### config.mk
export PLATFORM = sky130hd
export DESIGN_NAME = wgr_ctrl
export DESIGN_NICKNAME = d
export VERILOG_FILES = /design/src/hdl/wgr_pkg.sv /design/src/hdl/wgr_ctrl.sv
export SDC_FILE = /design/constraint.sdc
export NUM_CORES = 1
export LEC_CHECK = 0
export CAP_MARGIN = 0
export CORE_UTILIZATION = 55
export CTS_CLUSTER_DIAMETER = 200
export CTS_CLUSTER_SIZE = 10
export DETAILED_ROUTE_END_ITERATION = 8
export DONT_BUFFER_PORTS = 1
export HOLD_SLACK_MARGIN = 0.1
export PLACE_DENSITY = 0.73
export SLEW_MARGIN = 20
export SYNTH_ARGS = -nofsm -noshare
export SYNTH_HDL_FRONTEND = slang
export SYNTH_SLANG_ARGS = --single-unit
### constraint.sdc
create_clock -name clk_i -period 3.2 [get_ports clk_i]
set_clock_uncertainty 0.05 [all_clocks]
set_input_delay 0.32 -clock clk_i [delete_from_list [all_inputs] [get_ports clk_i]]
set_output_delay 0.32 -clock clk_i [all_outputs]
set_load 0.005 [all_outputs]
### src/hdl/wgr_pkg.sv
// ----------------------------------------------------------------------------
// wgr_pkg
// Shared constants, codes and types for the waveset group reverser.
// ----------------------------------------------------------------------------
package wgr_pkg;

  // Sizing
  localparam int BANK_DEPTH   = 4096;
  localparam int SAMPLE_WIDTH = 16;
  localparam int MAX_GROUP    = 64;
  localparam int IDX_W        = $clog2(BANK_DEPTH);      // entry index inside a bank
  localparam int LVL_W        = IDX_W + 1;               // level counts 0..BANK_DEPTH
  localparam int ADDR_W       = IDX_W + 1;               // bank select + index
  localparam int GRP_W        = 7;                       // group_cycles register
  localparam int MODE_W       = 2;
  localparam int STATUS_W     = 2;

  // Input item kinds
  localparam logic [MODE_W-1:0] MODE_PUSH  = 2'd0;
  localparam logic [MODE_W-1:0] MODE_FLUSH = 2'd1;
  localparam logic [MODE_W-1:0] MODE_DRAIN = 2'd2;

  // Result status codes
  localparam logic [STATUS_W-1:0] ST_SAMPLE  = 2'd0;
  localparam logic [STATUS_W-1:0] ST_EMPTY   = 2'd1;
  localparam logic [STATUS_W-1:0] ST_OVERRUN = 2'd2;
  localparam logic [STATUS_W-1:0] ST_SPLIT   = 2'd3;

  // Bank memory request
  typedef struct packed {
    logic                    wr_en;
    logic [ADDR_W-1:0]       wr_addr;
    logic [SAMPLE_WIDTH-1:0] wr_data;
    logic                    rd_en;
    logic [ADDR_W-1:0]       rd_addr;
  } mem_req_t;

  // Result descriptor leaving the control stage
  typedef struct packed {
    logic                valid;
    logic                is_sample;   // data comes from the bank read
    logic                last;
    logic [STATUS_W-1:0] status;
  } res_t;

endpackage

### src/hdl/wgr_ctrl.sv
// ----------------------------------------------------------------------------
// wgr_ctrl
// Cycle tracking, bank levels and handover; issues bank write/read per item.
// ----------------------------------------------------------------------------
module wgr_ctrl
  import wgr_pkg::*;
(
  input  logic                    clk_i,
  input  logic                    rst_ni,
  // configuration
  input  logic                    cfg_we_i,
  input  logic [GRP_W-1:0]        cfg_data_i,
  // accepted item
  input  logic                    item_fire_i,
  input  logic [MODE_W-1:0]       item_mode_i,
  input  logic [SAMPLE_WIDTH-1:0] item_sample_i,
  // to bank memory and result stage
  output mem_req_t                mem_req_o,
  output res_t                    res_o
);

  logic [GRP_W-1:0] group_cycles_q;
  logic             fill_sel_q, fill_sel_d;
  logic [LVL_W-1:0] fill_lvl_q, fill_lvl_d;
  logic [LVL_W-1:0] drain_lvl_q, drain_lvl_d;
  logic [GRP_W-1:0] cycles_q, cycles_d;
  logic             prev_neg_q, prev_neg_d;
  logic             started_q, started_d;

  logic [GRP_W-1:0] eff_group;
  logic             negative;
  logic             boundary;
  logic             close_grp;
  logic             bank_full;
  logic             hand_over;
  logic             overrun;
  logic [LVL_W-1:0] fill_base;
  logic [LVL_W-1:0] drain_dec;

  // Register clamped to 1..MAX_GROUP
  always_comb begin
    if (group_cycles_q == '0) begin
      eff_group = GRP_W'(1);
    end else if (group_cycles_q > GRP_W'(MAX_GROUP)) begin
      eff_group = GRP_W'(MAX_GROUP);
    end else begin
      eff_group = group_cycles_q;
    end
  end

  assign negative  = item_sample_i[SAMPLE_WIDTH-1];
  assign boundary  = started_q && prev_neg_q && !negative;
  assign close_grp = boundary && (cycles_q >= eff_group);
  // after a group close the fill bank is empty, so it cannot also be full
  assign bank_full = !close_grp && (fill_lvl_q >= LVL_W'(BANK_DEPTH));
  assign drain_dec = drain_lvl_q - LVL_W'(1);

  // Next state, memory request and result
  always_comb begin
    fill_sel_d  = fill_sel_q;
    fill_lvl_d  = fill_lvl_q;
    drain_lvl_d = drain_lvl_q;
    cycles_d    = cycles_q;
    prev_neg_d  = prev_neg_q;
    started_d   = started_q;
    hand_over   = 1'b0;
    fill_base   = fill_lvl_q;
    mem_req_o   = '0;
    res_o       = '0;
    overrun     = 1'b0;

    unique case (item_mode_i)
      MODE_PUSH: begin
        hand_over = close_grp || bank_full;
        if (!started_q) begin
          cycles_d = GRP_W'(1);
        end else if (hand_over) begin
          cycles_d = GRP_W'(1);
        end else if (boundary) begin
          cycles_d = cycles_q + GRP_W'(1);
        end
        started_d  = 1'b1;
        prev_neg_d = negative;
        if (hand_over) begin
          overrun     = (drain_lvl_q != '0);
          fill_sel_d  = ~fill_sel_q;
          drain_lvl_d = fill_lvl_q;
          fill_base   = '0;
        end
        fill_lvl_d        = fill_base + LVL_W'(1);
        mem_req_o.wr_en   = item_fire_i;
        mem_req_o.wr_addr = {fill_sel_d, fill_base[IDX_W-1:0]};
        mem_req_o.wr_data = item_sample_i;
        res_o.valid       = item_fire_i && (overrun || bank_full);
        res_o.status      = overrun ? ST_OVERRUN : ST_SPLIT;
      end
      MODE_FLUSH: begin
        hand_over = (fill_lvl_q != '0);
        if (hand_over) begin
          overrun     = (drain_lvl_q != '0);
          fill_sel_d  = ~fill_sel_q;
          drain_lvl_d = fill_lvl_q;
          fill_lvl_d  = '0;
        end
        started_d    = 1'b0;
        prev_neg_d   = 1'b0;
        cycles_d     = '0;
        res_o.valid  = item_fire_i && overrun;
        res_o.status = ST_OVERRUN;
      end
      MODE_DRAIN: begin
        res_o.valid = item_fire_i;
        if (drain_lvl_q == '0 || drain_lvl_q > LVL_W'(BANK_DEPTH)) begin
          drain_lvl_d  = '0;
          res_o.status = ST_EMPTY;
        end else begin
          drain_lvl_d       = drain_dec;
          mem_req_o.rd_en   = item_fire_i;
          mem_req_o.rd_addr = {~fill_sel_q, drain_dec[IDX_W-1:0]};
          res_o.is_sample   = 1'b1;
          res_o.last        = (drain_dec == '0);
          res_o.status      = ST_SAMPLE;
        end
      end
      default: begin
        // unused kind: no state change, no result
      end
    endcase
  end

  // State registers
  always_ff @(posedge clk_i or negedge rst_ni) begin
    if (!rst_ni) begin
      group_cycles_q <= GRP_W'(1);
      fill_sel_q     <= 1'b0;
      fill_lvl_q     <= '0;
      drain_lvl_q    <= '0;
      cycles_q       <= '0;
      prev_neg_q     <= 1'b0;
      started_q      <= 1'b0;
    end else begin
      if (cfg_we_i) begin
        group_cycles_q <= cfg_data_i;
      end
      if (item_fire_i) begin
        fill_sel_q  <= fill_sel_d;
        fill_lvl_q  <= fill_lvl_d;
        drain_lvl_q <= drain_lvl_d;
        cycles_q    <= cycles_d;
        prev_neg_q  <= prev_neg_d;
        started_q   <= started_d;
      end
    end
  end

  // Levels and cycle count stay in range
  a_fill_range: assert property (@(posedge clk_i) disable iff (!rst_ni)
    fill_lvl_q <= LVL_W'(BANK_DEPTH))
    else $error("fill level beyond bank depth");

  a_drain_range: assert property (@(posedge clk_i) disable iff (!rst_ni)
    drain_lvl_q <= LVL_W'(BANK_DEPTH))
    else $error("drain level beyond bank depth");

  a_cycles_range: assert property (@(posedge clk_i) disable iff (!rst_ni)
    cycles_q <= GRP_W'(MAX_GROUP))
    else $error("cycle count beyond group limit");

  // A push always leaves a non-empty fill bank
  a_push_fills: assert property (@(posedge clk_i) disable iff (!rst_ni)
    item_fire_i && item_mode_i == MODE_PUSH |=> fill_lvl_q != '0)
    else $error("push left fill bank empty");

endmodule

==> results.json, run 1 <==
{
  "outcome": "finished, final reports clean",
  "worst_slew_pin_slew_ns": 0.9137,
  "fin_area_sq_um": 3417,
  "die_y_um": 77.60,
  "clock_sinks": 43,
  "vias": 2793,
  "grt_usage": 0.2886,
  "antenna_found_initial": 0,
  "drt.antenna.violating_nets": 0,
  "setup_viol": 0,
  "clock_path_buffers": 2,
  "synth-async-reset-ratio": 1.000,
  "switching_share": 0.3876,
  "drive_gt1_frac": 0.1590,
  "first_pass_iters": 4,
  "rows": 27,
  "synth_warnings": 0,
  "ir_drop_mv": 0.3152,
  "maxCapViolations": 0,
  "dieArea_sq_um": 6021,
  "path_class": "reg2reg",
  "max_slew_margin": 0.3897,
  "ys.flop_type": "dfrtp_1",
  "cts_root_buf": "clkbuf_8",
  "finalHoldViolations": 0,
  "top_layer": "met4",
  "synth_seq_cells": 43,
  "grt_pass1_wl_um": 13540,
  "io_buffers": 0,
  "p_switching_mw": 0.6684,
  "pin_count": 78,
  "areaGrowthSynthToFinish_pct": 8.718,
  "end_kind": "register",
  "p_clk_frac": 0.203,
  "place_congestion": 0.8084,
  "syn_avg_cell_area_sq_um": 8.564,
  "layout_commonest_cell": "dfrtp_1",
  "synth_cell_types": 61,
  "synth_edf_count": 0,
  "start_util": 0.5708,
  "most-common-layout-cells": "dfrtp_1, nand2_1, nor2_1, and2_1, a21oi_1",
  "overflow": 0,
  "multi_input_comb_area_sq_um": 1964,
  "routedWlPerCell_um": 18.66,
  "met2WireLength_um": 3904,
  "placedCellCount": 428,
  "dp_hpwl_um": 6038,
  "clk_pin_slew_ns": 0.08,
  "whs_ns": 0.1120,
  "wl_met1_um": 3610,
  "finalCritPeriodShare": 0.9530,
  "p_seq_frac": 0.471,
  "setup_tns_ns": 0,
  "htreeDepth": 2,
  "start_kind": "register",
  "clock_latency_ns": 0.30,
  "synth_nets": 408,
  "p_per_area_nw_per_um2": 504.7,
  "syn_area_sq_um": 3143,
  "regArea_sq_um": 1077,
  "critPathMaxFanout": 5,
  "wirelength_um": 8266,
  "synthCells": 367,
  "diodes": 0,
  "cts_buffers": 5,
  "drc": 0,
  "die_w_um": 77.60,
  "fillers": 486,
  "p_int_mw": 1.056,
  "power.leakage_nw": 1.427,
  "drt-vias-per-instance": 6.305,
  "coreArea_sq_um": 5507,
  "fin_nets": 411,
  "drv_slew": 0,
  "hold_path.class": "in2reg",
  "dr_wl_met3_um": 545,
  "dpl-instance-area_sq_um": 3202,
  "cts_tree": "done",
  "period_minus_slack_ns": 3.049,
  "arrival_ns": 3.19,
  "finalNonFillerCells": 443,
  "combPwrFrac": 0.326,
  "synth-seq-area-share": 0.3428,
  "grt_pass1_vias": 2671,
  "dr.first_iter.drc_count": 192,
  "fmax_mhz": 327.9,
  "grt_max_degree": 44,
  "cp.required_ns": 3.34
}
## per-layer routing
layer | track usage | up-vias
li1 | - | 1329
met1 | 0.3842 | 1333
met2 | 0.4496 | 117
met3 | 0.04941 | 14
met4 | 0.1491 | 0
met5 | 0 | -
## stage by stage
stage	setup slack, ns	power [mW]	utilization
after CTS	0.02651	1.704	0.6074
after detailed placement	0.004631	1.335	0.5815
final	0.1505	1.725	0.6205
after global placement	0.07102	1.314	0.5815
after global routing	-0.01425	1.837	0.6205
after floorplan	0.2024	1.218	-
## worst max-delay path: stages (launching register included)
cell and delay [ns]:
dfrtp_1 0.39, nor2_1 0.06, a21oi_1 0.15, nor2_1 0.07, ha_1 0.27, nand2b_4 0.12, a2111oi_4 0.06, or4_4 0.58
and3_4 0.19, ha_1 0.20, inv_2 0.07, nor2_2 0.05, and3_4 0.18, and2_4 0.14, and4_1 0.18, a22o_1 0.17
## layout make-up
cell class              count  share of cell area
clock inverters             1            0.001465
multi-input cells         290              0.5749
well taps                  72             0.02636
flip-flops and latches     43              0.3153
repair buffers             17             0.04540
inverters                  13             0.01428
clock buffers               7             0.02234
## sequential cells by signal, indices dropped and copies added (netlist names)
| signal | count |
|---|---|
| fill_sel_q | 1 |
| prev_neg_q | 1 |
| group_cycles_q | 7 |
| started_q | 1 |
| fill_lvl_q | 13 |
| cycles_q | 7 |
| drain_lvl_q | 13 |
## path summary, 6_finish.rpt
check	slack (ns)	cells after the start	startpoint	end
setup reg to reg	0.15	15	group_cycles_q[5]$_DFFE_PN0P_	fill_lvl_q[12]$_DFFE_PN0P_
min in group asynchronous	0.49	2	rst_ni	cycles_q[1]$_DFFE_PN0P_
max in group asynchronous	2.34	2	rst_ni	group_cycles_q[0]$_DFFE_PN1P_
hold / removal	0.11	2	cfg_we_i	group_cycles_q[6]$_DFFE_PN0P_
setup / recovery	0.15	15	group_cycles_q[5]$_DFFE_PN0P_	fill_lvl_q[12]$_DFFE_PN0P_
hold reg to reg	0.49	1	fill_sel_q$_DFFE_PN0P_	fill_sel_q$_DFFE_PN0P_
## synth_stat cells (all sizes together) (2+ instances only)
master,instances,share of area
a2111oi,2,0.0096
xor2,4,0.011
and2,32,0.064
nor3,9,0.014
a211o,2,0.0056
a31o,2,0.0056
mux2,6,0.021
nand4,3,0.0060
a32o,2,0.0064
and3,6,0.012
a21oi,25,0.046
a31oi,4,0.0080
inv,12,0.014
o21a,2,0.0048
and4,3,0.0084
buf,10,0.021
o21ai,20,0.032
a22o,4,0.011
and4b,2,0.0064
a21o,5,0.012
nor2,37,0.051
or2,4,0.0080
nand3,13,0.022
clkbuf,11,0.013
nor3b,2,0.0048
o31ai,4,0.0096
or4,3,0.0072
nand2,34,0.041
dfrtp,42,0.33
nor4b,4,0.013
nand2b,4,0.0080
o41ai,2,0.0080
ha,12,0.048
nor4,12,0.035
xnor2,12,0.033
a32oi,3,0.0084
## power by group through the flow
stage	Sequential (mW)	Combinational, mW	Clock [mW]
2_1_floorplan	0.755	0.463	0
3_3_place_gp	0.812	0.502	0
3_5_place_dp	0.818	0.517	0
4_1_cts	0.807	0.540	0.356
5_1_grt	0.830	0.630	0.377
6_report	0.812	0.563	0.350
## what timing repair did
item,4_1_cts,5_1_grt
endpoints found under the hold margin,46,0
endpoints found under the setup margin,4,19
resized for setup,1,11
pin swaps,0,4
hold buffers,4,0
buffers inserted,0,3
## logic make-up (layout without fill, tap and decap cells)
kind of cell	after synthesis	after routing	synth area share
xor+xnor	16	16	0.04458
fa+ha+maj	12	12	0.04777
flops	43	43	0.3428
simple gates	173	173	0.3117
mux	6	6	0.02150
compound gates	83	83	0.1823
buf+inv	34	38	0.04936
(Power assumes the default switching activity.)
==> run 2: changes to the inputs <==
--- a/config.mk
+++ b/config.mk
@@ -13,6 +13,7 @@
 export DONT_BUFFER_PORTS = 1
 export HOLD_SLACK_MARGIN = 0.1
 export PLACE_DENSITY = 0.73
+export RECOVER_POWER = 25
 export SLEW_MARGIN = 20
 export SYNTH_ARGS = -nofsm -noshare
 export SYNTH_HDL_FRONTEND = slang
==> run 2 against run 1 <==
  * The flow now finishes with violations (max-capacitance violations, max-slew violations)
  * Count of clock-buffer cells in the layout stayed put
  * Global-route usage stayed put
  * Critical path depth stayed put
  * Cell area is 0.51% lower
  * Clock power hardly changed
  * Critical endpoint unchanged
==> results.json, run 2 (synthesized netlist as in run 1, its figures left out) <==
{
  "layout_commonest_cell": "dfrtp_1",
  "setup_viol": 0,
  "cts_tree": "done",
  "grt_max_degree": 44,
  "dieArea_sq_um": 6021,
  "vias": 2815,
  "rows": 27,
  "grt_pass1_wl_um": 13540,
  "start_util": 0.5708,
  "multi_input_comb_area_sq_um": 1964,
  "path_class": "reg2reg",
  "die_w_um": 77.60,
  "grt_pass1_vias": 2671,
  "violations": "max-capacitance violations, max-slew violations",
  "clk_pin_slew_ns": 0.08,
  "maxCapViolations": 1,
  "power.leakage_nw": 1.418,
  "overflow": 0,
  "areaGrowthSynthToFinish_pct": 8.161,
  "period_minus_slack_ns": 3.047,
  "max_slew_margin": -0.3904,
  "clock_path_buffers": 2,
  "dp_hpwl_um": 6038,
  "fillers": 489,
  "cts_buffers": 5,
  "place_congestion": 0.8084,
  "worst_slew_pin_slew_ns": 2.086,
  "first_pass_iters": 4,
  "drc": 0,
  "htreeDepth": 2,
  "ir_drop_mv": 0.3131,
  "wirelength_um": 8271,
  "clock_sinks": 43,
  "drt-vias-per-instance": 6.354,
  "start_kind": "register",
  "cp.required_ns": 3.34,
  "end_kind": "register",
  "most-common-layout-cells": "dfrtp_1, nand2_1, nor2_1, and2_1, a21oi_1",
  "cts_root_buf": "clkbuf_8",
  "drt.antenna.violating_nets": 0,
  "clock_latency_ns": 0.30,
  "drv_slew": 44,
  "dr.first_iter.drc_count": 195,
  "antenna_found_initial": 0,
  "arrival_ns": 3.19,
  "drive_gt1_frac": 0.1536,
  "placedCellCount": 428,
  "fmax_mhz": 328.2,
  "fin_nets": 411,
  "routedWlPerCell_um": 18.67,
  "total_power_mw": 1.717,
  "biggestRegsByFlops": "drain_lvl_q: 13 flops, fill_lvl_q: 13 flops",
  "outcome": "complete, but fails checks",
  "regArea_sq_um": 1077,
  "die_y_um": 77.60,
  "coreArea_sq_um": 5507,
  "grt_usage": 0.2886,
  "pin_count": 78,
  "critPathMaxFanout": 5,
  "p_per_area_nw_per_um2": 505.1,
  "hold_path.class": "in2reg",
  "io_buffers": 0,
  "diodes": 0,
  "finalHoldViolations": 0,
  "finalCritPeriodShare": 0.9520,
  "finalNonFillerCells": 443
}
[run 2: stage by stage]
stage / area, sq um / util / setup TNS, ns / setup slack (ns) / hold WS [ns]
after floorplan: 3143 / - / 0 / 0.2024 / -0.02559
after global placement: 3202 / 0.5815 / 0 / 0.07102 / -0.02474
after detailed placement: 3202 / 0.5815 / 0 / 0.004631 / -0.02436
after CTS: 3344 / 0.6074 / 0 / 0.02651 / 0.1069
after global routing: 3400 / 0.6174 / -0.01421 / -0.01421 / 0.1074
final: 3400 / 0.6174 / 0 / 0.1535 / 0.1151
[run 2: path summary, 6_finish.rpt]
| kind | start | to | slack [ns] | cells after the start |
|---|---|---|---|---|
| max in group asynchronous | rst_ni | drain_lvl_q[3]$_DFFE_PN0P_ | 0.55 | 2 |
| worst min-delay path | cfg_we_i | group_cycles_q[6]$_DFFE_PN0P_ | 0.12 | 2 |
| worst max register to register | group_cycles_q[5]$_DFFE_PN0P_ | fill_lvl_q[12]$_DFFE_PN0P_ | 0.15 | 15 |
| min in group asynchronous | rst_ni | cycles_q[3]$_DFFE_PN0P_ | 1.36 | 2 |
| worst min register to register | fill_sel_q$_DFFE_PN0P_ | fill_sel_q$_DFFE_PN0P_ | 0.49 | 1 |
| worst max-delay path | group_cycles_q[5]$_DFFE_PN0P_ | fill_lvl_q[12]$_DFFE_PN0P_ | 0.15 | 15 |
[run 2: final cells by class]
class	instances	area share
clock buffers	7	0.02245
repair buffers	17	0.04049
flip-flops and latches	43	0.3169
well taps	72	0.02650
inverters	13	0.01435
clock inverters	1	0.001472
multi-input cells	290	0.5778
[run 2: repair_timing]
action                                  CTS  global route
endpoints found under the setup margin    4            19
pin swaps                                 0             4
hold endpoints to repair                 46             0
hold buffers                              4             0
buffers inserted                          0             3
gates cloned                              0             0
gates resized for setup                   1            11
[run 2: critical path, cell delays in order (launching register included)]
cell and delay [ns]:
dfrtp_1 0.39, nor2_1 0.06, a21oi_1 0.15, nor2_1 0.07
ha_1 0.27, nand2b_4 0.12, a2111oi_4 0.06, or4_4 0.58
and3_4 0.19, ha_1 0.20, inv_2 0.07, nor2_2 0.05
and3_4 0.18, and2_4 0.14, and4_1 0.18, a22o_1 0.17
[run 2: per-layer routing]
metal | wire length [um] | global-route usage | share of wire | up-vias
met5 | 0 | 0 | 0 | -
met4 | 201 | 0.1491 | 0.024 | 0
met3 | 476 | 0.04941 | 0.058 | 14
met2 | 3944 | 0.4496 | 0.48 | 110
met1 | 3649 | 0.3842 | 0.44 | 1361
li1 | - | - | - | 1330
[run 2: report_power, final]
part | internal, mW | switching (mW)
clock network | 0.154 | 0.193
logic | 0.257 | 0.302
registers | 0.642 | 0.169
total | 1.05 | 0.664
==> run 3: changes to the inputs <==
--- a/config.mk
+++ b/config.mk
@@ -12,7 +12,7 @@
 export DETAILED_ROUTE_END_ITERATION = 8
 export DONT_BUFFER_PORTS = 1
 export HOLD_SLACK_MARGIN = 0.1
-export PLACE_DENSITY = 0.73
+export PLACE_DENSITY = 0.7
 export RECOVER_POWER = 25
 export SLEW_MARGIN = 20
 export SYNTH_ARGS = -nofsm -noshare
==> constraint.sdc (replaced) <==
create_clock -name clk_i -period 3 [get_ports clk_i]
set_clock_uncertainty 0.05 [all_clocks]
set_input_delay 0.3 -clock clk_i [delete_from_list [all_inputs] [get_ports clk_i]]
set_output_delay 0.3 -clock clk_i [all_outputs]
set_load 0.005 [all_outputs]
==> run 3 against run 2 <==
  * The flow finishes with violations (max-capacitance violations, max-slew violations, negative setup slack)
  * Register-to-register slack lost 0.15 ns
  * Core utilization grew 5.4 points
  * Critical endpoint is now mem_req_o[41]
  * Global-route usage increased by 0.91 points
  * Cell area up 8.7%
==> results.json, run 3 (synthesized netlist as in run 1, its figures left out) <==
{
  "io_buffers": 0,
  "grt_pass1_vias": 2650,
  "worst_slack_ns": -0.01661,
  "grt_util_met2": 0.4735,
  "path_class": "reg2out",
  "most-common-layout-cells": "dfrtp_1, nand2_1, nor2_1, and2_1, buf_4",
  "rsz0062_at_grt": "yes",
  "end_kind": "output port",
  "clock_sinks": 43,
  "wirelength_um": 8653,
  "p_per_area_nw_per_um2": 549.6,
  "vias": 2905,
  "worst_slew_pin_slew_ns": 1.941,
  "crit_start": "group_cycles_q[2]$_DFFE_PN0P_",
  "layout_commonest_cell": "dfrtp_1",
  "dr.first_iter.drc_count": 202,
  "clock_latency_ns": 0.30,
  "period_minus_slack_ns": 3.017,
  "max_slew_margin": -0.2941,
  "grt_usage": 0.2977,
  "dp_hpwl_um": 6092,
  "die_w_um": 77.60,
  "drc": 0,
  "drv_slew": 44,
  "gr-usage-met3": 0.06353,
  "drt.antenna.violating_nets": 0,
  "grt_busiest_layer": "met2",
  "finalCritPeriodShare": 1.006,
  "fillers": 448,
  "met1_usage": 0.4018,
  "cts_buffers": 5,
  "drt-vias-per-instance": 6.247,
  "place_congestion": 0.8458,
  "hp-start": "item_sample_i[15]",
  "violations": "max-capacitance violations, max-slew violations, negative setup slack",
  "routedWlPerCell_um": 18.61,
  "reg2reg_from": "group_cycles_q[2]$_DFFE_PN0P_",
  "dieArea_sq_um": 6021,
  "areaGrowthSynthToFinish_pct": 17.60,
  "overflow": 0,
  "setup_viol": 7,
  "clk_pin_slew_ns": 0.09,
  "finalHoldViolations": 0,
  "cp.required_ns": 2.65,
  "fmax_mhz": 331.5,
  "start_util": 0.5708,
  "pin_count": 78,
  "hold_path.class": "in2reg",
  "htreeDepth": 2,
  "grt_max_degree": 44,
  "rows": 27,
  "start_kind": "register",
  "coreArea_sq_um": 5507,
  "die_y_um": 77.60,
  "clock_path_buffers": 2,
  "arrival_ns": 2.67,
  "maxCapViolations": 1,
  "drive_gt1_frac": 0.2168,
  "first_pass_iters": 5,
  "fin_nets": 432,
  "cts_root_buf": "clkbuf_8",
  "whs_ns": 0.1597,
  "ir_drop_mv": 0.2720,
  "critPathMaxFanout": 7,
  "setup_tns_ns": -0.06386,
  "outcome": "complete, but fails checks",
  "cts_tree": "done",
  "grt_pass1_wl_um": 13920,
  "power.leakage_nw": 1.559,
  "biggestRegsByFlops": "drain_lvl_q: 13 flops, fill_lvl_q: 13 flops",
  "antenna_found_initial": 1,
  "dp_slack_ns": -0.2124,
  "dpl-instance-area_sq_um": 3292,
  "fin_area_sq_um": 3696,
  "total_power_mw": 2.031
}
run 3: per-stage QoR:
step,utilization,cells
after global routing,0.6712,465
after detailed placement,0.5978,440
final,0.6712,465
after CTS,0.6512,461
after floorplan,-,367
after global placement,0.5978,440
run 3: power breakdown:
group          leakage (nW)  internal, mW  switching (mW)
sequential            0.545         0.686           0.167
combinational         0.952         0.320           0.371
clock                0.0612         0.270           0.217
total                  1.56          1.28           0.755
run 3: timing repair:
action | CTS | global route
cloned | 0 | 1
setup buffers | 2 | 2
endpoints found under the hold margin | 52 | 0
hold buffers | 11 | 0
resized for setup | 6 | 27
pin swaps | 3 | 16
setup endpoints to repair | 10 | 16
run 3: worst paths after layout:
| path | end | slack, ns | depth (start not counted) |
|---|---|---|---|
| min | prev_neg_q$_DFFE_PN0P_ | 0.16 | 2 |
| min in group asynchronous | drain_lvl_q[9]$_DFFE_PN0P_ | 1.12 | 2 |
| max in group asynchronous | cycles_q[2]$_DFFE_PN0P_ | 0.63 | 2 |
| min reg2reg | fill_sel_q$_DFFE_PN0P_ | 0.49 | 1 |
| max reg2reg | fill_lvl_q[12]$_DFFE_PN0P_ | 0 | 15 |
| max | mem_req_o[41] | -0.02 | 10 |
run 3: critical path: stages (launching register included):
cell and delay [ns]:
dfrtp_1 0.40, nor3_2 0.18, a21oi_1 0.09, nor2_1 0.11
ha_1 0.24, nand2b_4 0.15, a2111oi_4 0.41, nor4_4 0.12
nor4b_4 0.29, buf_4 0.22, and2_4 0.16
run 3: cell type report:
type,count,area (sq um),share of cell area
multi-input combinational,290,2038,0.5515
sequential,43,1077,0.2915
timing repair buffer,38,319.1,0.08632
tap,72,90.09,0.02437
clock buffer,6,82.58,0.02234
inverter,13,51.30,0.01388
clock inverter,2,35.03,0.009479
antenna,1,2.502,0.0006770
run 3: per-layer routing:
metal | wire length [um] | share of wire
met1 | 3767 | 0.44
met5 | 0 | 0
met4 | 180 | 0.021
met3 | 618 | 0.071
met2 | 4087 | 0.47
